===== src/hw/rtl/siu_pkg.sv =====
// siu_pkg: shared constants for the segment intersection unit
// no dependencies; imported by the interfaces and every rtl module
`default_nettype none

package siu_pkg;

  // default coordinate width, two's complement with 4 fractional bits
  localparam int COORD_WIDTH_DEF = 16;

  // entries in the queue between front and back
  localparam int QUEUE_DEPTH_DEF = 2;

endpackage

`default_nettype wire


===== src/hw/rtl/siu_queue.sv =====
// siu_queue: small valid-ready fifo between front and back
// depends on siu_pkg for the default depth
`default_nettype none

module siu_queue import siu_pkg::*; #(
  parameter int DATA_W = 8,
  parameter int DEPTH  = QUEUE_DEPTH_DEF
) (
  input  wire logic              clk,
  input  wire logic              rst_n,
  input  wire logic              wr_valid,
  output logic                   wr_ready,
  input  wire logic [DATA_W-1:0] wr_data,
  output logic                   rd_valid,
  input  wire logic              rd_ready,
  output logic [DATA_W-1:0]      rd_data
);

  localparam int AW = (DEPTH > 1) ? $clog2(DEPTH) : 1;
  localparam int CW = $clog2(DEPTH + 1);

  logic [DATA_W-1:0] mem [DEPTH];
  logic [AW-1:0]     wp_r, rp_r;
  logic [CW-1:0]     cnt_r;
  logic              push, pop;

  assign wr_ready = (cnt_r != CW'(DEPTH));
  assign rd_valid = (cnt_r != '0);
  assign rd_data  = mem[rp_r];
  assign push     = wr_valid && wr_ready;
  assign pop      = rd_valid && rd_ready;

  always_ff @(posedge clk) begin
    if (!rst_n) begin
      wp_r  <= '0;
      rp_r  <= '0;
      cnt_r <= '0;
    end else begin
      if (push) begin
        wp_r <= (wp_r == AW'(DEPTH - 1)) ? '0 : wp_r + 1'b1;
      end
      if (pop) begin
        rp_r <= (rp_r == AW'(DEPTH - 1)) ? '0 : rp_r + 1'b1;
      end
      cnt_r <= cnt_r + CW'(push) - CW'(pop);
    end
  end

  always_ff @(posedge clk) begin
    if (push) begin
      mem[wp_r] <= wr_data;
    end
  end

endmodule

`default_nettype wire


===== config.mk =====
export PLATFORM = sky130hd
export DESIGN_NAME = siu_queue
export DESIGN_NICKNAME = d
export VERILOG_FILES = /design/src/hw/rtl/siu_pkg.sv /design/src/hw/rtl/siu_queue.sv
export SDC_FILE = /design/constraint.sdc
export NUM_CORES = 1
export LEC_CHECK = 0
export BUFFER_PORTS_ARGS = -buffer_cell sky130_fd_sc_hd__buf_2
export CORE_MARGIN = 5
export CORE_UTILIZATION = 25
export DETAILED_ROUTE_END_ITERATION = 8
export MAX_ROUTING_LAYER = met4
export PLACE_DENSITY = 0.53
export SYNTH_ARGS = -nofsm -noshare
export SYNTH_HDL_FRONTEND = slang
export SYNTH_SLANG_ARGS = --single-unit

===== constraint.sdc =====
create_clock -name clk -period 1.1 [get_ports clk]
set_input_delay 0.055 -clock clk [delete_from_list [all_inputs] [get_ports clk]]
set_output_delay 0.055 -clock clk [all_outputs]
set_load 0.005 [all_outputs]

# After elaboration in Yosys (flattened, before gate mapping)
# Memory sizes are Yosys's and may differ from the RTL's. A register that Yosys moved wholly into a read port is not among the register bits.
# Cells that the tools add are included.
# Widths: inputs -> output; s select.
[classes]
n_mul = 0
n_shift = 0
add_sub_neg = 4
mux = 6
n_eq_ne = 1
div_mod_pow = 0
bitwise = 0
n_reduce_logical = 3
order_cmp = 0
[ops]
columns = ["operator", "count"]
rows = [
  ["$mux 1", 6],
  ["$add 1x1->1 const B", 2],
  ["$add 2x1->2", 1],
  ["$logic_and 1x1->1", 2],
  ["$ne 2x2->1 const B", 1],
  ["$reduce_bool 2->1", 1],
  ["$sub 2x1->2", 1],
]
[totals]
ram_bits = 16
mem_count = 1
latch_bits = 0
out_inout_bits = 10
rom_bits = 0
regBits = 4
word_cells = 18
input_bits = 12
[mem_list]
columns = ["name", "depth", "word_bits", "rd", "rd_clocked_by_memory_dff", "wr", "line", "source"]
rows = [
  ["mem", 2, 8, 1, 1, 1, "siu_queue.sv:22", "logic [DATA_W-1:0] mem [DEPTH];"],
]

# Longest topological paths before layout
# Gate-level depths: netlist (run 1).
[logic_depth]
word_depth = 4
ltp_mapped = 6
ltp_nobuf = 6

# Worst setup path before layout (run 1)
# OpenSTA, ideal clock, no wires.
[synth_path]
kind = "reg-to-reg"
startpoint = "reg cnt_r[0]"
endpoint = "reg cnt_r[0]"
stages_incl_launch_ff = 6
n_path_buf = 0
t_required_ns = 0.985
slack_ns = -0.180
arrival_ns = 1.165
setup_ns = 0.115
synth_period_minus_slack_ns = 1.280
path_cell_list = "dfxtp_1 or2_1 o21ai_0 nor2_1 ha_1 and2_1"
[synth_between]
elab_cells_between_ends = 6
classes_between = "add/sub (2); eq/ne (1); reduce/logical (3)"
[synth_lines]
columns = ["item", "line", "source"]
rows = [
  ["start, declared", "siu_queue.sv:24", "logic [CW-1:0] cnt_r;"],
  ["start signal, assigned", "siu_queue.sv:45", "cnt_r <= cnt_r + CW'(push) - CW'(pop);"],
  ["$reduce_bool 2->1", "siu_queue.sv:28", "assign rd_valid = (cnt_r != '0);"],
  ["via rd_valid", "siu_queue.sv:14", "output logic rd_valid,"],
  ["$logic_and 1x1->1", "siu_queue.sv:31", "assign pop = rd_valid && rd_ready;"],
  ["$sub 2x1->2", "siu_queue.sv:45", ""],
]
# The timed path passes the listed nets, and every way through them passes these cells.
# A chain may end at the register's enable or synchronous reset.

# Worst setup path in the final report (run 1)
[layout_path]
startpoint = "reg cnt_r[1]"
endpoint = "reg cnt_r[1]"
[layout_between]
elab_chain_len = 4
elab_cells_between_ends = 6
classes_between = "add/sub (2); eq/ne (1); reduce/logical (3)"
[layout_lines]
columns = ["item", "line", "source"]
rows = [
  ["$ne 2x2->1", "siu_queue.sv:27", "assign wr_ready = (cnt_r != CW'(DEPTH));"],
  ["$logic_and 1x1->1", "siu_queue.sv:30", "assign push = wr_valid && wr_ready;"],
  ["$add 2x1->2", "siu_queue.sv:45", ""],
  ["$sub 2x1->2 (*)", "siu_queue.sv:45", ""],
]
# Every way passes the cells marked *; elsewhere a longest branch is shown, timed or not.

==> flow_metrics.tcl, run 1 <==
set metrics [dict create \
    die_w_um 68.2 \
    grt_first_pass_wirelength_mm 2.73 \
    cp.arrival_ns 1.53 \
    nets 110 \
    synth_top_area_share_pct 56.8 \
    rsz0062_at_grt "yes" \
    tns_ns -3.06 \
    placed_cells 125 \
    violations "setup timing" \
    clock_sinks 21 \
    root_buffer "clkbuf_4" \
    sw_frac_of_total_pct 26.7 \
    yosysSeqAreaShare_pct 68.6 \
    hpwl_mm 1.11 \
    htreeDepth 1 \
    port_buffers 21 \
    clk_pin_slew_worst_paths_ns 0.12 \
    drive_above_1_share_pct 61.5 \
    numCtsBuffers 3 \
    cp.required_ns 1.33 \
    syn_inst 54 \
    finClkSkew_ns 0.00387 \
    antenna_found_initial 0 \
    area_growth_syn_to_layout_pct 59.8 \
    p_switching_mw 0.627 \
    wl_per_cell_um 11.9 \
    ant_nets 0 \
    powerDensity_nw_per_um2 1740 \
    cp-start-kind "flip-flop" \
    power_mw 2.35 \
    end_kind "flip-flop" \
    cts_tree "done" \
    syn_area_um2 846 \
    grtUsageMet2_pct 15.4 \
    peakVddDrop_mv 0.914 \
    finalMaxSlewViolations 0 \
    outcome "finished with violations" \
    internal-power_mw 1.72 \
    p_seq_share_pct 43.9 \
    fin_cells 142 \
    final_core_util_pct 40.8 \
    p_leak_nw 0.528 \
    row_count 21 \
    path_max_fanout 3 \
    max-cap-violations 0 \
    avgSynthCellArea_um2 15.7 \
    ys_warn_count 0 \
    ys_ff_latch 21 \
    fmax_ghz 0.770 \
    final-hold-violation-count 0 \
    coreArea_um2 3310 \
    viasPerCell 4.10 \
    grt_use_total_pct 8.33 \
    dr_total_vias 582 \
    drtPass1Iterations 4 \
    syn-num-nets 67 \
    regArea_um2 587 \
    critical_path_class "reg -> reg" \
    place_congestion 0.695 \
    chipHeight_um 68.2 \
    first_global_vias 638 \
    ios 22 \
    clk_path_buf_depth 2 \
    setup_viol 29 \
    combPwrFrac_pct 40.6 \
    grtUsageMet1_pct 7.99 \
    overflow 0 \
    hp-class "in -> reg" \
    tightest_slew_ns 0.261 \
    slew_headroom_pct 82.6 \
    ys_top_cells_by_area "edfxtp_1, dfxtp_1, mux2_2, and2_1, o311ai_2" \
    clkPwrFrac_pct 15.5 \
    die-area_um2 4650 \
    synth_largest_area_cell "edfxtp_1" \
    grt_busiest_layer "met2" \
    drc 0 \
    n_antenna_cell 0 \
    grt_max_degree 13 \
    grtUsageMet3_pct 3.12 \
    wl_mm 1.69 \
    finalCritPeriodShare_pct 118 \
    layout_setup_ws_ns -0.199 \
    insertion_delay_ns 0.30 \
    n_fill_cell 323 \
    start_util_pct 25.5 \
    place_ws_ns -0.206 \
    multi_input_area_um2 343 \
    first_iter_violations 4 \
    fin_crit_ns 1.30 \
    synthDistinctLibCells 23 \
]
-- power by group through the flow --
| stage | sequential, mW | clock (mW) | combinational, mW |
|---|---|---|---|
| after detailed placement | 1.04 | 0 | 0.613 |
| after global placement | 1.04 | 0 | 0.601 |
| final | 1.03 | 0.365 | 0.953 |
| after floorplan | 1.04 | 0 | 0.331 |
| after global routing | 1.04 | 0.435 | 1.03 |
| after CTS | 1.03 | 0.387 | 0.883 |
-- routing by layer --
layer	wire, um	up-vias
li1	-	284
met1	704	274
met2	867	20
met3	98	4
met4	23	0
met5	0	-
-- worst max-delay path, stage by stage, from the launching register on --
cell      delay (ns)
dfxtp_4         0.37
or2_4           0.26
o21ai_4         0.13
nor2_2          0.06
ha_4            0.15
nand2b_4        0.13
mux2i_1         0.13
-- timing repair --
action / CTS / global route
hold buffers: 8 / 0
gates resized for setup: 23 / 7
pin swaps: 5 / 6
buffers inserted: 4 / 1
setup endpoints to repair: 27 / 29
endpoints found under the hold margin: 16 / 0
-- worst paths after layout --
check	from	end	slack (ns)	cells past startpoint
max	cnt_r[1]$_SDFF_PN0_	cnt_r[1]$_SDFF_PN0_	-0.20	6
min	rst_n	cnt_r[1]$_SDFF_PN0_	0.06	3
max reg2reg	cnt_r[1]$_SDFF_PN0_	cnt_r[1]$_SDFF_PN0_	-0.20	6
min reg2reg	rp_r$_SDFFE_PN0P_	flip-flop	0.58	2
-- kinds of logic (layout without fill, tap and decap cells) --
family                     after synthesis  after routing  share of synthesized area (%)
xor gates and xnor gates                 1              1                           1.04
AOI/OAI and AO/OA                        6              6                           6.21
DFF                                     21             21                           68.6
and+or+nand+nor                         14             14                           9.76
buffers and inverters                    2             44                           1.03
muxes                                    9              9                           11.8
adders and majority gates                1              1                           1.48
-- sequential cells by signal, summed over array words and instances, names as in the netlist, named ones only --
name   count
rp_r       1
mem       16
cnt_r      2
wp_r       1
-- synth_stat cells, drive strengths merged --
library cell and n:
ha 1, a21oi 1, xnor2 1, nand2b 3, nand3 2, mux2 8
o311ai 1, and2 3, edfxtp 16, nand3b 1, or2 1, nor2 1
a21bo 1, a21boi 1, mux2i 1, o21ai 2, buf 1, and3 1
dfxtp 5, nand2 2, inv 1
-- through the flow --
step	hold slack (ns)	instance area, um^2
after global routing	0.0417	1350
after global placement	0.249	1070
after floorplan	0.154	861
after detailed placement	0.247	1070
after CTS	0.0441	1310
final	0.0615	1350
-- layout by cell type, fill, tap and decap left out, drive strengths merged --
cell type and count:
and3 1, buf 31, or2 1, mux2 8
clkbuf 3, o311ai 1, nand3 2, and2 3
o21ai 2, mux2i 1, a21oi 1, edfxtp 16
dfxtp 5, nand2b 3, a21bo 1, clkinv 1
ha 1, nor2 1, xnor2 1, nand3b 1
nand2 2, dlygate4sd3 8, inv 1, a21boi 1
-- final cells by class --
type	count	area share, %
Inverter	1	0.463
Tap cell	46	4.26
Clock inverter	1	0.370
Multi-Input combinational cell	31	25.4
Clock buffer	3	1.67
Sequential cell	21	43.4
Timing Repair Buffer	39	24.4
Power figures use the tool's default switching activity.
==> inputs of run 2 (changes only) <==
--- a/config.mk
+++ b/config.mk
@@ -5,12 +5,12 @@
 export SDC_FILE = /design/constraint.sdc
 export NUM_CORES = 1
 export LEC_CHECK = 0
-export BUFFER_PORTS_ARGS = -buffer_cell sky130_fd_sc_hd__buf_2
 export CORE_MARGIN = 5
 export CORE_UTILIZATION = 25
 export DETAILED_ROUTE_END_ITERATION = 8
+export DONT_BUFFER_PORTS = 1
 export MAX_ROUTING_LAYER = met4
-export PLACE_DENSITY = 0.53
+export PLACE_DENSITY = 0.48
 export SYNTH_ARGS = -nofsm -noshare
 export SYNTH_HDL_FRONTEND = slang
 export SYNTH_SLANG_ARGS = --single-unit
==> run 2 against run 1 <==
The flow finishes with violations (hold timing, setup timing); maximum frequency increased by 2.9%; count of clock-buffer cells in the layout increased by 1; first-iteration DRC count increased by 25%; register-to-register slack improved by 0.04 ns; clock power about the same; total power decreased by 9.1%; die area unchanged; sequential share of layout area increased by 6.1 points; flip-flop and latch count unchanged; non-clock buffer count decreased by 20; hold slack got worse by 0.18 ns; core utilization decreased by 5.0 points.
==> flow_metrics.tcl, run 2 (synthesis results as in run 1) <==
set metrics [dict create \
    outcome "finished with violations" \
    violations "hold timing, setup timing" \
    overflow 0 \
    slew_headroom_pct 83.7 \
    area_growth_syn_to_layout_pct 40.1 \
    setup_viol 28 \
    drive_above_1_share_pct 46.1 \
    slowest_delay_ns 0.36 \
    fin_crit_ns 1.26 \
    n_antenna_cell 0 \
    path_cells "or2_4 -> o21ai_2 -> nor2_1 -> ha_2 -> nand2b_4 -> mux2i_1" \
    ant_nets 0 \
    row_count 21 \
    grt_first_pass_wirelength_mm 2.32 \
    clk_pin_slew_worst_paths_ns 0.11 \
    viasPerCell 4.16 \
    cts_hold_buf 8 \
    cp-start-kind "flip-flop" \
    mostFrequentLayoutCells "edfxtp_1, mux2_4, dlygate4sd3_1" \
    port_buffers 0 \
    path_max_fanout 3 \
    internal-power_mw 1.59 \
    place_congestion 0.705 \
    first_iter_violations 5 \
    final_core_util_pct 35.8 \
    clkPwrFrac_pct 16.9 \
    clk_path_buf_depth 2 \
    fin_cells 122 \
    grt_use_total_pct 7.15 \
    antenna_found_initial 0 \
    numCtsBuffers 3 \
    max-cap-violations 0 \
    die-area_um2 4650 \
    dr_total_vias 507 \
    placed_cells 105 \
    hp-class "in -> reg" \
    finalMaxSlewViolations 0 \
    first_global_vias 519 \
    holdWs_ns -0.122 \
    finalCritPeriodShare_pct 115 \
    start_util_pct 25.5 \
    critical_path_class "reg -> reg" \
    sw_frac_of_total_pct 25.5 \
    drtPass1Iterations 4 \
    n_fill_cell 332 \
    layout_setup_ws_ns -0.162 \
    reg2regPathDepth 6 \
    cts_tree "done" \
    grt_max_degree 12 \
    final_area_um2 1180 \
    powerDensity_nw_per_um2 1800 \
    final-hold-violation-count 5 \
    finClkSkew_ns 0.00465 \
    cp.arrival_ns 1.48 \
    fmax_ghz 0.792 \
    nets 90 \
    htreeDepth 1 \
    combPwrFrac_pct 34.8 \
    chipHeight_um 68.2 \
    ios 22 \
    p_leak_nw 0.431 \
    reg.largest.list "mem x16, cnt_r x2" \
    largest_reg_flops 16 \
    wl_per_cell_um 12.4 \
    slowest_stage "dfxtp_4" \
    rsz0062_at_grt "yes" \
    p_switching_mw 0.546 \
    drc 0 \
    p_seq_share_pct 48.2 \
    clock_sinks 21 \
    regMostFlops "mem" \
    coreArea_um2 3310 \
    cp.required_ns 1.32 \
    peakVddDrop_mv 0.819 \
    hold_depth 1 \
    tightest_slew_ns 0.244 \
    end_kind "flip-flop" \
    die_w_um 68.2 \
    insertion_delay_ns 0.29 \
    root_buffer "clkbuf_4" \
    layout_commonest_cell "edfxtp_1" \
    wl_mm 1.51 \
    placed_cell_area_um2 958 \
]
-- run 2: cell types whose count changed in the layout (fill, tap and decap cells not counted), sizes merged --
cell / change
buf: -20
clkbuf: +1
clkinv: -1
-- run 2: power by group through the flow --
stage	Combinational, mW	Sequential (mW)	Clock (mW)
finish	0.745	1.03	0.362
CTS	0.708	1.02	0.374
global route	0.810	1.04	0.425
floorplan	0.331	1.04	0
global placement	0.509	1.03	0
detailed placement	0.510	1.04	0
-- run 2: worst paths after layout --
check / from / endpoint / slack, ns
setup reg to reg: cnt_r[1]$_SDFF_PN0_ / cnt_r[1]$_SDFF_PN0_ / -0.16
setup / recovery: cnt_r[1]$_SDFF_PN0_ / cnt_r[1]$_SDFF_PN0_ / -0.16
hold reg to reg: wp_r$_SDFFE_PN0P_ / wp_r$_SDFFE_PN0P_ / 0.60
hold / removal: rst_n / rp_r$_SDFFE_PN0P_ / -0.12
-- run 2: repair_timing --
| item | CTS | global route |
|---|---|---|
| hold endpoints to repair | 21 | 5 |
| setup buffers | 5 | 0 |
| gates cloned | 0 | 0 |
| gates resized for setup | 16 | 7 |
| pin swaps | 3 | 1 |
| setup endpoints to repair | 27 | 29 |
-- run 2: worst max-delay path, delay by kind of cell (launching register included) --
kind | cells | cell delay (ns)
compound gates | 1 | 0.10
fa+ha+maj | 1 | 0.17
flops | 1 | 0.36
mux | 1 | 0.12
simple gates | 3 | 0.43
-- run 2: cell type report --
type                       instances  area [um^2]  area share, %
tap                               46         57.6           4.86
timing repair buffer              19          193           16.3
inverter                           1         6.26          0.528
clock buffer                       4         26.3           2.22
sequential                        21          587           49.5
multi-input combinational         31          315           26.6
-- run 2: layer usage --
layer  vias to the layer above  part of all wire (%)  GRT usage (%)
met5                         -                     0              -
met4                         0                  0.86           2.98
met3                         2                   6.4           2.46
met2                        16                    50           12.4
met1                       244                    43           7.32
li1                        245                     -              -
-- run 2: stage by stage --
step / TNS [ns] / setup slack (ns) / total power [mW]
floorplan: -0.479 / -0.147 / 1.37
global placement: -0.786 / -0.143 / 1.54
detailed placement: -0.841 / -0.150 / 1.55
CTS: -2.33 / -0.170 / 2.10
global route: -3.26 / -0.238 / 2.28
finish: -1.81 / -0.162 / 2.14
==> inputs of run 3 (changes only) <==
--- a/config.mk
+++ b/config.mk
@@ -5,12 +5,14 @@
 export SDC_FILE = /design/constraint.sdc
 export NUM_CORES = 1
 export LEC_CHECK = 0
+export CELL_PAD_IN_SITES_DETAIL_PLACEMENT = 1
+export CELL_PAD_IN_SITES_GLOBAL_PLACEMENT = 1
 export CORE_MARGIN = 5
 export CORE_UTILIZATION = 25
 export DETAILED_ROUTE_END_ITERATION = 8
 export DONT_BUFFER_PORTS = 1
 export MAX_ROUTING_LAYER = met4
-export PLACE_DENSITY = 0.48
+export PLACE_DENSITY = 0.54
 export SYNTH_ARGS = -nofsm -noshare
 export SYNTH_HDL_FRONTEND = slang
 export SYNTH_SLANG_ARGS = --single-unit
==> run 3 against run 2 <==
The run still ends with hold timing, setup timing left; non-clock buffer count is 3 higher; global-route usage is 0.41 points higher; register-to-register slack hardly changed; first-iteration DRC count is 20% higher; flip-flop and latch count stayed put; cell count is 2.5% higher; total power is 2.7% higher; count of clock-buffer cells in the layout is 1 lower; sequential power hardly changed; maximum frequency is 1.1% lower; clock power is 1% higher; via count is 3.6% higher; critical path type unchanged; largest cell class unchanged.
==> flow_metrics.tcl, run 3 (synthesis results as in run 1) <==
set metrics [dict create \
    outcome "finished with violations" \
    violations "hold timing, setup timing" \
    first_iter_violations 6 \
    coreArea_um2 3310 \
    layout_setup_ws_ns -0.176 \
    placed_cell_area_um2 973 \
    first_global_vias 564 \
    n_antenna_cell 0 \
    rsz0062_at_grt "yes" \
    wl_mm 1.67 \
    tns_ns -2.07 \
    setup_viol 30 \
    cp-start-kind "flip-flop" \
    start_util_pct 25.5 \
    ios 22 \
    mostFrequentLayoutCells "edfxtp_1, mux2_4, dlygate4sd3_1" \
    die_w_um 68.2 \
    path_max_fanout 4 \
    insertion_delay_ns 0.30 \
    grt_use_total_pct 7.56 \
    reg.largest.list "mem x16, cnt_r x2" \
    slowest_delay_ns 0.37 \
    powerDensity_nw_per_um2 1820 \
    clk_path_buf_depth 2 \
    dr_total_vias 525 \
    numCtsBuffers 3 \
    root_buffer "clkbuf_4" \
    finalCritPeriodShare_pct 116 \
    port_buffers 0 \
    max-cap-violations 0 \
    ant_nets 0 \
    cp.arrival_ns 1.51 \
    wl_per_cell_um 13.4 \
    regMostFlops "mem" \
    slowest_stage "dfxtp_4" \
    place_ws_ns -0.199 \
    row_count 21 \
    path_cells "or2_1 -> o21ai_1 -> nor2_1 -> ha_2 -> nand2b_4 -> mux2i_1" \
    grt_max_degree 13 \
    hp-class "in -> reg" \
    fin_cells 125 \
    overflow 0 \
    hpwl_mm 1.13 \
    grt_first_pass_wirelength_mm 2.39 \
    cts_tree "done" \
    chipHeight_um 68.2 \
    finClkSkew_ns 0.00487 \
    viasPerCell 4.20 \
    layout_commonest_cell "edfxtp_1" \
    fin_crit_ns 1.28 \
    cts_hold_buf 8 \
    clock_sinks 21 \
    final_area_um2 1200 \
    finalMaxSlewViolations 0 \
    area_growth_syn_to_layout_pct 42.5 \
    die-area_um2 4650 \
    end_kind "flip-flop" \
    clk_pin_slew_worst_paths_ns 0.12 \
    cp.required_ns 1.33 \
    tightest_slew_ns 0.247 \
    place_congestion 0.707 \
    p_leak_nw 0.448 \
    drive_above_1_share_pct 46.8 \
    nets 93 \
    fmax_ghz 0.784 \
    antenna_found_initial 0 \
    peakVddDrop_mv 0.637 \
    drtPass1Iterations 3 \
    htreeDepth 1 \
    largest_reg_flops 16 \
    final-hold-violation-count 5 \
    holdWs_ns -0.127 \
    drc 0 \
    placed_cells 107 \
    slew_headroom_pct 83.5 \
    critical-path-top-delay-family "simple AND/OR/NAND/NOR gates" \
    critical_path_class "reg -> reg" \
    crit_buf_inv 0 \
]
[run 3: cell types whose count changed in the layout (fill, tap and decap cells not counted), sizes merged]
cell and delta:
clkbuf -1, buf +3, clkinv +1
[run 3: timing repair]
item,CTS,global route
setup endpoints to repair,28,30
resized for setup,20,3
pin swaps,3,6
setup buffers,4,3
gates cloned,0,0
hold endpoints to repair,21,5
[run 3: final cells by class]
| class | instances | area, um^2 |
|---|---|---|
| fillers | 359 | 2110 |
| flip-flops and latches | 21 | 589 |
| multi-input cells | 31 | 309 |
| repair buffers | 22 | 215 |
| well taps | 46 | 57.6 |
| clock buffers | 3 | 22.5 |
| inverters | 1 | 6.26 |
| clock inverters | 1 | 5.00 |
[run 3: where the power goes]
group          total, mW  switching, mW  internal (mW)
registers           1.04         0.0544          0.984
logic              0.790          0.287          0.503
clock network      0.367          0.232          0.135
[run 3: layer usage]
| layer | GRT usage (%) | wire, um | up-vias | share of wire [%] |
|---|---|---|---|---|
| li1 | - | - | 250 | - |
| met1 | 6.88 | 693 | 256 | 41 |
| met2 | 13.8 | 860 | 17 | 51 |
| met3 | 3.12 | 111 | 2 | 6.6 |
| met4 | 2.98 | 7 | 0 | 0.42 |
| met5 | - | 0 | - | 0 |
[run 3: stage by stage]
stage                     power [mW]  hold WS, ns  util [%]
after floorplan                 1.37        0.154         -
after global placement          1.56        0.154      29.4
after detailed placement        1.57        0.154      29.4
after CTS                       2.18       -0.141      35.7
after global routing            2.33       -0.154      36.4
final                           2.20       -0.127      36.4
[run 3: worst paths after layout]
| kind | end | slack [ns] | cells past startpoint | startpoint |
|---|---|---|---|---|
| worst min-delay path | cnt_r[0]$_SDFF_PN0_ | -0.13 | 1 | rst_n |
| worst min register to register | flip-flop | 0.58 | 2 | rp_r$_SDFFE_PN0P_ |
| worst max-delay path | cnt_r[1]$_SDFF_PN0_ | -0.18 | 6 | cnt_r[0]$_SDFF_PN0_ |
| worst max register to register | cnt_r[1]$_SDFF_PN0_ | -0.18 | 6 | cnt_r[0]$_SDFF_PN0_ |
